==> src/design/cdll_pkg.sv <==
// Shared types and codes for the circular doubly linked list engine.
// Holds the request and response transaction structs and the operation
// and status codes. No dependencies.
package cdll_pkg;

   localparam int POS_W  = 6;
   localparam int DATA_W = 32;

   typedef enum logic [2:0] {
      OP_INS_FRONT = 3'd0,
      OP_INS_BACK  = 3'd1,
      OP_INS_POS   = 3'd2,
      OP_DEL_FRONT = 3'd3,
      OP_DEL_BACK  = 3'd4,
      OP_DEL_POS   = 3'd5,
      OP_DISPLAY   = 3'd6
   } op_type;

   typedef enum logic [1:0] {
      ST_OK      = 2'd0,
      ST_EMPTY   = 2'd1,
      ST_INV_POS = 2'd2,
      ST_FULL    = 2'd3
   } status_type;

   typedef struct packed {
      op_type                    op;
      logic signed [DATA_W-1:0]  value;
      logic [POS_W-1:0]          position;
   } req_type;

   typedef struct packed {
      status_type                status;
      logic signed [DATA_W-1:0]  element;
      logic                      is_last;
   } rsp_type;

endpackage

==> src/design/circular_doubly_linked_list_engine_unit.sv <==
// Circular doubly linked list engine: node pool in one synchronous memory,
// head, count, fill mark and free-list head in registers, a sequencer that walks the links.
// Depends on cdll_pkg for the transaction structs and codes.
//
//   channel   ports                        direction  handshake
//   request   start, busy, req_data        in         start && !busy
//   response  rsp_strobe, rsp_data         out        one-cycle strobe per result
//
// One transaction is worked at a time; busy is high until its last result.
// An insert takes a freed node off the free list if there is one, walks to the
// insertion point, writes the new node, then its predecessor's next link and
// its successor's prev link. A delete walks to the node, relinks its neighbours
// and returns it to the free list. A display reads the head, then each node in
// turn. Rejected requests answer in the cycle after start. The node memory's
// single read port sets the walk to one link per cycle. Reset is synchronous;
// the node memory needs no clearing. Results cannot be stalled.
module circular_doubly_linked_list_engine_unit #(
   parameter int CAPACITY    = 32,
   parameter int VALUE_WIDTH = 32
) (
   input  logic              clock,
   input  logic              reset,
   input  logic              start,
   output logic              busy,
   input  cdll_pkg::req_type req_data,
   output logic              rsp_strobe,
   output cdll_pkg::rsp_type rsp_data
);
   import cdll_pkg::*;

   localparam int IW    = $clog2(CAPACITY);
   localparam int CW    = $clog2(CAPACITY + 1);
   localparam int CMP_W = ((CW > POS_W) ? CW : POS_W) + 1;

   typedef struct packed {
      logic signed [VALUE_WIDTH-1:0] value;
      logic [IW-1:0]                 next;
      logic [IW-1:0]                 prev;
   } node_type;

   typedef enum logic [12:0] {
      S_IDLE  = 13'b0000000000001,
      S_POP   = 13'b0000000000010,
      S_POPD  = 13'b0000000000100,
      S_WALK  = 13'b0000000001000,
      S_GOT   = 13'b0000000010000,
      S_WN    = 13'b0000000100000,
      S_WA    = 13'b0000001000000,
      S_WNX   = 13'b0000010000000,
      S_DA    = 13'b0000100000000,
      S_DNX   = 13'b0001000000000,
      S_DFREE = 13'b0010000000000,
      S_DHEAD = 13'b0100000000000,
      S_DISP  = 13'b1000000000000
   } state_type;

   node_type node_mem [CAPACITY];
   node_type rd_ff;
   logic [IW-1:0] rd_addr;
   logic [IW-1:0] wr_addr;
   node_type      wr_node;
   logic          we_val, we_next, we_prev;

   state_type state_ff, state_in;
   logic [CW-1:0] count_ff, count_in;
   logic [CW-1:0] fill_ff, fill_in;
   logic [CW-1:0] left_ff, left_in;
   logic [IW-1:0] head_ff, head_in;
   logic [IW-1:0] free_head_ff, free_head_in;
   logic [IW-1:0] cur_ff, cur_in;
   logic [IW-1:0] n_ff, n_in;
   logic [IW-1:0] a_ff, a_in;
   logic [IW-1:0] nx_ff, nx_in;
   logic          first_ff, first_in;
   logic          front_ff, front_in;
   logic          use_prev_ff, use_prev_in;
   logic          del_ff, del_in;
   logic signed [VALUE_WIDTH-1:0] val_ff, val_in;
   logic          rsp_strobe_ff, rsp_strobe_in;
   rsp_type       rsp_ff, rsp_in;

   logic [CMP_W-1:0] pos_cmp, cnt_cmp, p_cmp;

   assign busy       = (state_ff != S_IDLE);
   assign rsp_strobe = rsp_strobe_ff;
   assign rsp_data   = rsp_ff;
   assign pos_cmp    = CMP_W'(req_data.position);
   assign cnt_cmp    = CMP_W'(count_ff);

   // Node memory: one read port with registered data, one masked write port.
   always_ff @(posedge clock) begin
      rd_ff <= node_mem[rd_addr];
      if (we_val) begin
         node_mem[wr_addr].value <= wr_node.value;
      end
      if (we_next) begin
         node_mem[wr_addr].next <= wr_node.next;
      end
      if (we_prev) begin
         node_mem[wr_addr].prev <= wr_node.prev;
      end
   end

   always_comb begin
      unique case (state_ff)
         S_POP:   rd_addr = free_head_ff;
         S_WALK:  rd_addr = first_ff ? head_ff : rd_ff.next;
         S_DISP:  rd_addr = rd_ff.next;
         default: rd_addr = head_ff;
      endcase
   end

   always_comb begin
      wr_addr = n_ff;
      wr_node = '{value: val_ff, next: nx_ff, prev: a_ff};
      we_val  = 1'b0;
      we_next = 1'b0;
      we_prev = 1'b0;
      unique case (state_ff)
         S_WN: begin
            we_val  = 1'b1;
            we_next = 1'b1;
            we_prev = 1'b1;
         end
         S_WA: begin
            wr_addr      = a_ff;
            wr_node.next = n_ff;
            we_next      = 1'b1;
         end
         S_WNX: begin
            wr_addr      = nx_ff;
            wr_node.prev = n_ff;
            we_prev      = 1'b1;
         end
         S_DA: begin
            wr_addr      = a_ff;
            wr_node.next = nx_ff;
            we_next      = 1'b1;
         end
         S_DNX: begin
            wr_addr      = nx_ff;
            wr_node.prev = a_ff;
            we_prev      = 1'b1;
         end
         S_DFREE: begin
            // The removed node joins the free list through its next link.
            wr_node.next = free_head_ff;
            we_next      = 1'b1;
         end
         default: begin
         end
      endcase
   end

   always_comb begin
      state_in      = state_ff;
      count_in      = count_ff;
      fill_in       = fill_ff;
      left_in       = left_ff;
      head_in       = head_ff;
      free_head_in  = free_head_ff;
      cur_in        = cur_ff;
      n_in          = n_ff;
      a_in          = a_ff;
      nx_in         = nx_ff;
      first_in      = first_ff;
      front_in      = front_ff;
      use_prev_in   = use_prev_ff;
      del_in        = del_ff;
      val_in        = val_ff;
      rsp_strobe_in = 1'b0;
      rsp_in        = rsp_ff;
      p_cmp         = pos_cmp;

      unique case (state_ff)
         S_IDLE: begin
            if (start) begin
               val_in   = VALUE_WIDTH'(req_data.value);
               first_in = 1'b1;
               rsp_in   = '{status: ST_OK, element: '0, is_last: 1'b1};
               unique case (req_data.op)
                  OP_INS_FRONT, OP_INS_BACK, OP_INS_POS: begin
                     if (req_data.op == OP_INS_FRONT) begin
                        p_cmp = CMP_W'(1);
                     end else if (req_data.op == OP_INS_BACK) begin
                        p_cmp = cnt_cmp + CMP_W'(1);
                     end
                     if (p_cmp == '0 || p_cmp > cnt_cmp + CMP_W'(1)) begin
                        rsp_in.status = ST_INV_POS;
                        rsp_strobe_in = 1'b1;
                     end else if (count_ff == CW'(CAPACITY)) begin
                        rsp_in.status = ST_FULL;
                        rsp_strobe_in = 1'b1;
                     end else begin
                        del_in      = 1'b0;
                        front_in    = (p_cmp == CMP_W'(1));
                        use_prev_in = front_in || (p_cmp == cnt_cmp + CMP_W'(1));
                        left_in     = use_prev_in ? CW'(1) : CW'(p_cmp - CMP_W'(1));
                        // Reuse a freed node if any, else take a fresh one.
                        if (fill_ff != count_ff) begin
                           n_in     = free_head_ff;
                           state_in = S_POP;
                        end else begin
                           n_in     = fill_ff[IW-1:0];
                           fill_in  = fill_ff + CW'(1);
                           state_in = (count_ff == '0) ? S_WN : S_WALK;
                        end
                        a_in  = n_in;
                        nx_in = n_in;
                     end
                  end
                  OP_DEL_FRONT, OP_DEL_BACK, OP_DEL_POS: begin
                     if (req_data.op == OP_DEL_FRONT) begin
                        p_cmp = CMP_W'(1);
                     end else if (req_data.op == OP_DEL_BACK) begin
                        p_cmp = cnt_cmp;
                     end
                     if (count_ff == '0) begin
                        rsp_in.status = ST_EMPTY;
                        rsp_strobe_in = 1'b1;
                     end else if (p_cmp == '0 || p_cmp > cnt_cmp) begin
                        rsp_in.status = ST_INV_POS;
                        rsp_strobe_in = 1'b1;
                     end else begin
                        del_in   = 1'b1;
                        front_in = (p_cmp == CMP_W'(1));
                        left_in  = CW'(p_cmp);
                        state_in = S_WALK;
                     end
                  end
                  OP_DISPLAY: begin
                     if (count_ff == '0) begin
                        rsp_in.status = ST_EMPTY;
                        rsp_strobe_in = 1'b1;
                     end else begin
                        left_in  = count_ff;
                        state_in = S_DHEAD;
                     end
                  end
                  default: begin
                  end
               endcase
            end
         end
         S_POP: begin
            state_in = S_POPD;
         end
         S_POPD: begin
            free_head_in = rd_ff.next;
            state_in     = (count_ff == '0) ? S_WN : S_WALK;
         end
         S_WALK: begin
            first_in = 1'b0;
            cur_in   = rd_addr;
            left_in  = left_ff - CW'(1);
            if (left_ff == CW'(1)) begin
               state_in = S_GOT;
            end
         end
         S_GOT: begin
            if (del_ff) begin
               n_in     = cur_ff;
               a_in     = rd_ff.prev;
               nx_in    = rd_ff.next;
               state_in = S_DA;
            end else begin
               a_in     = use_prev_ff ? rd_ff.prev : cur_ff;
               nx_in    = use_prev_ff ? cur_ff : rd_ff.next;
               state_in = S_WN;
            end
         end
         S_WN: begin
            state_in = S_WA;
         end
         S_WA: begin
            state_in = S_WNX;
         end
         S_WNX: begin
            count_in      = count_ff + CW'(1);
            head_in       = front_ff ? n_ff : head_ff;
            rsp_in        = '{status: ST_OK, element: '0, is_last: 1'b1};
            rsp_strobe_in = 1'b1;
            state_in      = S_IDLE;
         end
         S_DA: begin
            state_in = S_DNX;
         end
         S_DNX: begin
            state_in = S_DFREE;
         end
         S_DFREE: begin
            count_in     = count_ff - CW'(1);
            free_head_in = n_ff;
            if (count_ff == CW'(1)) begin
               head_in = '0;
            end else if (front_ff) begin
               head_in = nx_ff;
            end
            rsp_in        = '{status: ST_OK, element: '0, is_last: 1'b1};
            rsp_strobe_in = 1'b1;
            state_in      = S_IDLE;
         end
         S_DHEAD: begin
            state_in = S_DISP;
         end
         S_DISP: begin
            rsp_in        = '{status: ST_OK, element: DATA_W'(rd_ff.value),
                              is_last: (left_ff == CW'(1))};
            rsp_strobe_in = 1'b1;
            left_in       = left_ff - CW'(1);
            if (left_ff == CW'(1)) begin
               state_in = S_IDLE;
            end
         end
         default: begin
            state_in = S_IDLE;
         end
      endcase
   end

   always_ff @(posedge clock) begin
      if (reset) begin
         state_ff      <= S_IDLE;
         count_ff      <= '0;
         fill_ff       <= '0;
         head_ff       <= '0;
         free_head_ff  <= '0;
         rsp_strobe_ff <= 1'b0;
      end else begin
         state_ff      <= state_in;
         count_ff      <= count_in;
         fill_ff       <= fill_in;
         head_ff       <= head_in;
         free_head_ff  <= free_head_in;
         rsp_strobe_ff <= rsp_strobe_in;
      end
   end

   always_ff @(posedge clock) begin
      left_ff     <= left_in;
      cur_ff      <= cur_in;
      n_ff        <= n_in;
      a_ff        <= a_in;
      nx_ff       <= nx_in;
      first_ff    <= first_in;
      front_ff    <= front_in;
      use_prev_ff <= use_prev_in;
      del_ff      <= del_in;
      val_ff      <= val_in;
      rsp_ff      <= rsp_in;
   end

   a_count_bound: assert property (@(posedge clock) disable iff (reset)
      count_ff <= CW'(CAPACITY))
      else $error("element count exceeds the pool size");

   a_fill_covers_count: assert property (@(posedge clock) disable iff (reset)
      fill_ff >= count_ff)
      else $error("fresh-node mark fell below the element count");

   a_count_only_at_commit: assert property (@(posedge clock) disable iff (reset)
      (state_ff != S_WNX && state_ff != S_DFREE) |=> $stable(count_ff))
      else $error("element count changed outside an insert or delete commit");

   a_disp_emits: assert property (@(posedge clock) disable iff (reset)
      (state_ff == S_DISP) |=> rsp_strobe_ff)
      else $error("display step produced no result");

   a_more_follows: assert property (@(posedge clock) disable iff (reset)
      (rsp_strobe_ff && !rsp_ff.is_last) |-> (state_ff == S_DISP))
      else $error("non-final result without a display in progress");

endmodule
==> config.mk <==
export PLATFORM = sky130hd
export DESIGN_NAME = circular_doubly_linked_list_engine_unit
export DESIGN_NICKNAME = d
export VERILOG_FILES = /design/src/design/cdll_pkg.sv /design/src/design/circular_doubly_linked_list_engine_unit.sv
export SDC_FILE = /design/constraint.sdc
export NUM_CORES = 2
export LEC_CHECK = 0
export BUFFER_PORTS_ARGS = -buffer_cell sky130_fd_sc_hd__clkbuf_2
export CAP_MARGIN = 20
export CELL_PAD_IN_SITES_DETAIL_PLACEMENT = 1
export CELL_PAD_IN_SITES_GLOBAL_PLACEMENT = 2
export CORE_UTILIZATION = 44
export DETAILED_ROUTE_END_ITERATION = 7
export PLACE_DENSITY_LB_ADDON = 0.1
export SKIP_LAST_GASP = 1
export SLEW_MARGIN = 15
export SYNTH_ARGS = -nofsm -noshare
export SYNTH_HDL_FRONTEND = slang
export SYNTH_SLANG_ARGS = --single-unit
==> constraint.sdc <==
create_clock -name clock -period 11.2 [get_ports clock]
set_clock_uncertainty 0.2 [all_clocks]
set_input_delay 1.12 -clock clock [delete_from_list [all_inputs] [get_ports clock]]
set_output_delay 1.12 -clock clock [all_outputs]
set_load 0.05 [all_outputs]
==> impl_metrics.py <==
metrics = {
    "logic_synthesis": {
        "synth_area_um2": 60290,
        "synth_compound_area_share_pct": 6.242,
        "synth-main-ff-cell": "edfxtp_1",
        "synth_area_leaders": "edfxtp_1 72%, mux2i_1 5.9%, nand2_1 4.1%",
        "synth_async_sr_flop_share_pct": 0,
        "syn_inst": 4120,
        "ys_types": 75,
        "yosysTopAreaCell": "edfxtp_1",
        "synthMuxAreaShare_pct": 6.135,
        "ys_ff_latch": 1519,
        "yosysMostFrequentCell": "edfxtp_1",
        "yosys_warnings": 0,
        "synth-edff-count": 1441,
        "synth_top_area_share_pct": 71.77,
        "avgSynthCellArea_um2": 14.63,
        "synthXorXnorAreaFrac_pct": 0.4151,
        "synth_top_family_by_area": "simple AND/OR/NAND/NOR gates",
        "syn_nets": 4182,
        "synth-simple-area-share_pct": 10.36,
        "synthTopCellsByCount": "1441 x edfxtp_1, 664 x nand2_1, 356 x mux2i_1, 273 x nand3_1, 177 x clkbuf_1",
        "synthAdderAreaFrac_pct": 0.3736,
        "ys_seq_area_share_pct": 74.36,
    },
    "critical_path": {
        "critPathRequiredTime_ns": 11.64,
        "cp-start-kind": "register",
        "path_max_fanout": 67,
        "crit_type": "register to register",
        "endpoint_kind": "register",
        "regToRegStartpoint": "state_ff[9]",
        "crit_arrival_ns": 7.55,
        "startpoint": "state_ff[9]",
    },
    "route": {
        "drt-total-wl_mm": 186.8,
        "ant_nets": 0,
        "first_pass_iters": 5,
        "drc": 0,
        "num_vias": 36380,
        "wl_per_cell_um": 30.59,
        "vias_per_cell": 5.959,
        "drt_iter0_drc": 3447,
    },
    "global_route": {
        "grt_start_max_net_pins": 151,
        "grt_most_used_layer": "met2",
        "grt_antenna_before_repair": 7,
        "grt_use_met3_pct": 5.348,
        "grt_overflow": 0,
        "grt_pass1_wl_mm": 262.8,
        "grt_pass1_vias": 36470,
        "grt_util_all_layers_pct": 26.87,
        "use_met1_pct": 37.48,
        "grtUsageMet2_pct": 42.32,
    },
    "sta": {
        "worst_pin_slew_ns": 1.179,
        "tns_ns": 0,
        "hold_viol_final": 0,
        "fin_crit_ns": 7.112,
        "rsz0062_at_grt": "no",
        "max-slew-margin-rel_pct": 21.40,
        "slew_viol_final": 0,
        "whs_ns": 0.2716,
        "setup_viol": 0,
        "timing.final.ws_setup_ns": 4.088,
        "fmaxAchievable_mhz": 140.6,
        "fin_crit_sh_pct": 63.50,
    },
    "die": {
        "initial_core_util_pct": 44.45,
        "dieArea_um2": 138500,
        "ioPinCount": 81,
        "std_cell_rows": 135,
        "die_h_um": 372.2,
        "core_area_um2": 135600,
        "die_x_um": 372.2,
    },
    "pwr": {
        "power_frac_clock_pct": 40.1,
        "p_int_w": 0.009695,
        "power_density_nw_per_um2": 189.5,
        "power_switching_w": 0.003169,
        "sw_frac_of_total_pct": 24.64,
        "ir_drop_v": 0.0001866,
        "combPwrFrac_pct": 5.7,
        "power.leakage_nw": 24.34,
        "pwr-share-seq_pct": 54.2,
    },
    "placed_design": {
        "place.gp.congestion": 0.7983,
        "hpwl_mm": 97.04,
        "placedInstanceArea_um2": 62700,
        "post-place-ws_ns": 4.156,
        "portBuffers": 80,
    },
    "clocking": {
        "post_cts_resized": 0,
        "clock_latency_ns": 0.81,
        "postCtsSetupRepairBufs": 0,
        "clock_path_buffers": 3,
        "root_buffer": "clkbuf_16",
        "cts.sinks": 1519,
        "h-tree-depth": 4,
        "cts_buffers": 163,
        "cts.clk_slew.worst_paths_ns": 0.06,
        "cts_tree": "done",
        "cts_hold_buf": 0,
    },
    "cells_and_area": {
        "fin_util_pct": 50.05,
        "syn_to_final_growth_pct": 12.61,
        "nets": 4246,
        "drive_gt1_share_pct": 10.99,
        "fin_area_um2": 67890,
    },
    "worst_hold_path": {
        "min_from": "head_ff[3]",
        "min_path_type": "register to register",
    },
    "outcome": {
        "status": "completed",
    },
    "run": {
        "drv_cap": 0,
    },
}
-- state kept, by name, summed over array words and instances, names as in the netlist, 6 cells and up --
register and flops:
fill_ff 6, count_ff 6, node_mem 1344, state_ff 13, rd_ff 42, val_ff 32
left_ff 6, rsp_data 35
-- kinds of logic (layout without fill, tap and decap cells) --
| logic type | after synthesis | after routing |
|---|---|---|
| buffers and inverters | 297 | 500 |
| other | 0 | 1 |
| AND/OR/NAND/NOR | 1358 | 1358 |
| flip-flops | 1519 | 1519 |
| XOR/XNOR | 27 | 27 |
| adder cells (fa/ha/maj) | 18 | 18 |
| AO/OA/AOI/OAI | 533 | 533 |
| multiplexers | 368 | 368 |
-- cell type report --
type | count | area, um2
fillers | 13050 | 67750
flip-flops and latches | 1519 | 44830
multi-input cells | 2304 | 14470
clock buffers | 232 | 4542
well taps | 1781 | 2228
repair buffers | 164 | 1144
clock inverters | 72 | 538.0
inverters | 32 | 132.6
diodes | 1 | 2.502
-- metrics by stage --
stage / cells / power [W]
after floorplan: 4120 / 0.007420
after global placement: 5795 / 0.007790
after detailed placement: 5795 / 0.007814
after CTS: 6099 / 0.01293
after global routing: 6104 / 0.01320
final: 6105 / 0.01286
-- power by group through the flow --
stage | Sequential (W) | Combinational [W] | Clock, W
after global routing | 0.00701 | 0.000776 | 0.00542
final | 0.00697 | 0.000739 | 0.00515
after CTS | 0.00699 | 0.000709 | 0.00524
after global placement | 0.00709 | 0.000704 | 0
after detailed placement | 0.00711 | 0.000707 | 0
after floorplan | 0.00717 | 0.000246 | 0
-- routing by layer --
layer,wire [um],vias to the layer above
met5,27,-
met4,5445,4
met3,11990,299
met2,87160,1160
met1,82160,18950
li1,-,15970
-- worst max-delay path, stage by stage, from the launching register on --
cell and delay (ns):
dfxtp_1 0.40, or4_4 0.58, or4b_2 0.70, o21ai_4 0.16, buf_4 0.35, and2_4 0.76
buf_4 0.87, buf_4 0.99, buf_4 0.72, mux2i_1 0.27, o22ai_1 0.09, nor4_1 0.43
o221ai_1 0.18
-- worst paths after layout --
path                endpoint  slack, ns  depth (start not counted)
setup / recovery   rd_ff[30]       4.09                         12
hold / removal    head_ff[3]       0.27                          2
setup reg to reg   rd_ff[30]       4.09                         12
hold reg to reg   head_ff[3]       0.27                          2
-- cell usage in the layout (no fill, tap or decap), drive strengths merged, types with 16 or more instances in the layout --
master	n
xnor2	20
nor3	69
buf	84
nand2	664
a21boi	47
clkbuf	312
clkinv	63
nand3	273
a31oi	48
o22ai	169
inv	38
a311oi	44
a21oi	34
nor2	112
a211oi	51
nand2b	16
mux2i	356
ha	18
edfxtp	1441
o221ai	41
o21ai	38
dfxtp	78
and2	44
nor4	53
nand4	63
Power figures use the tool's default switching activity.
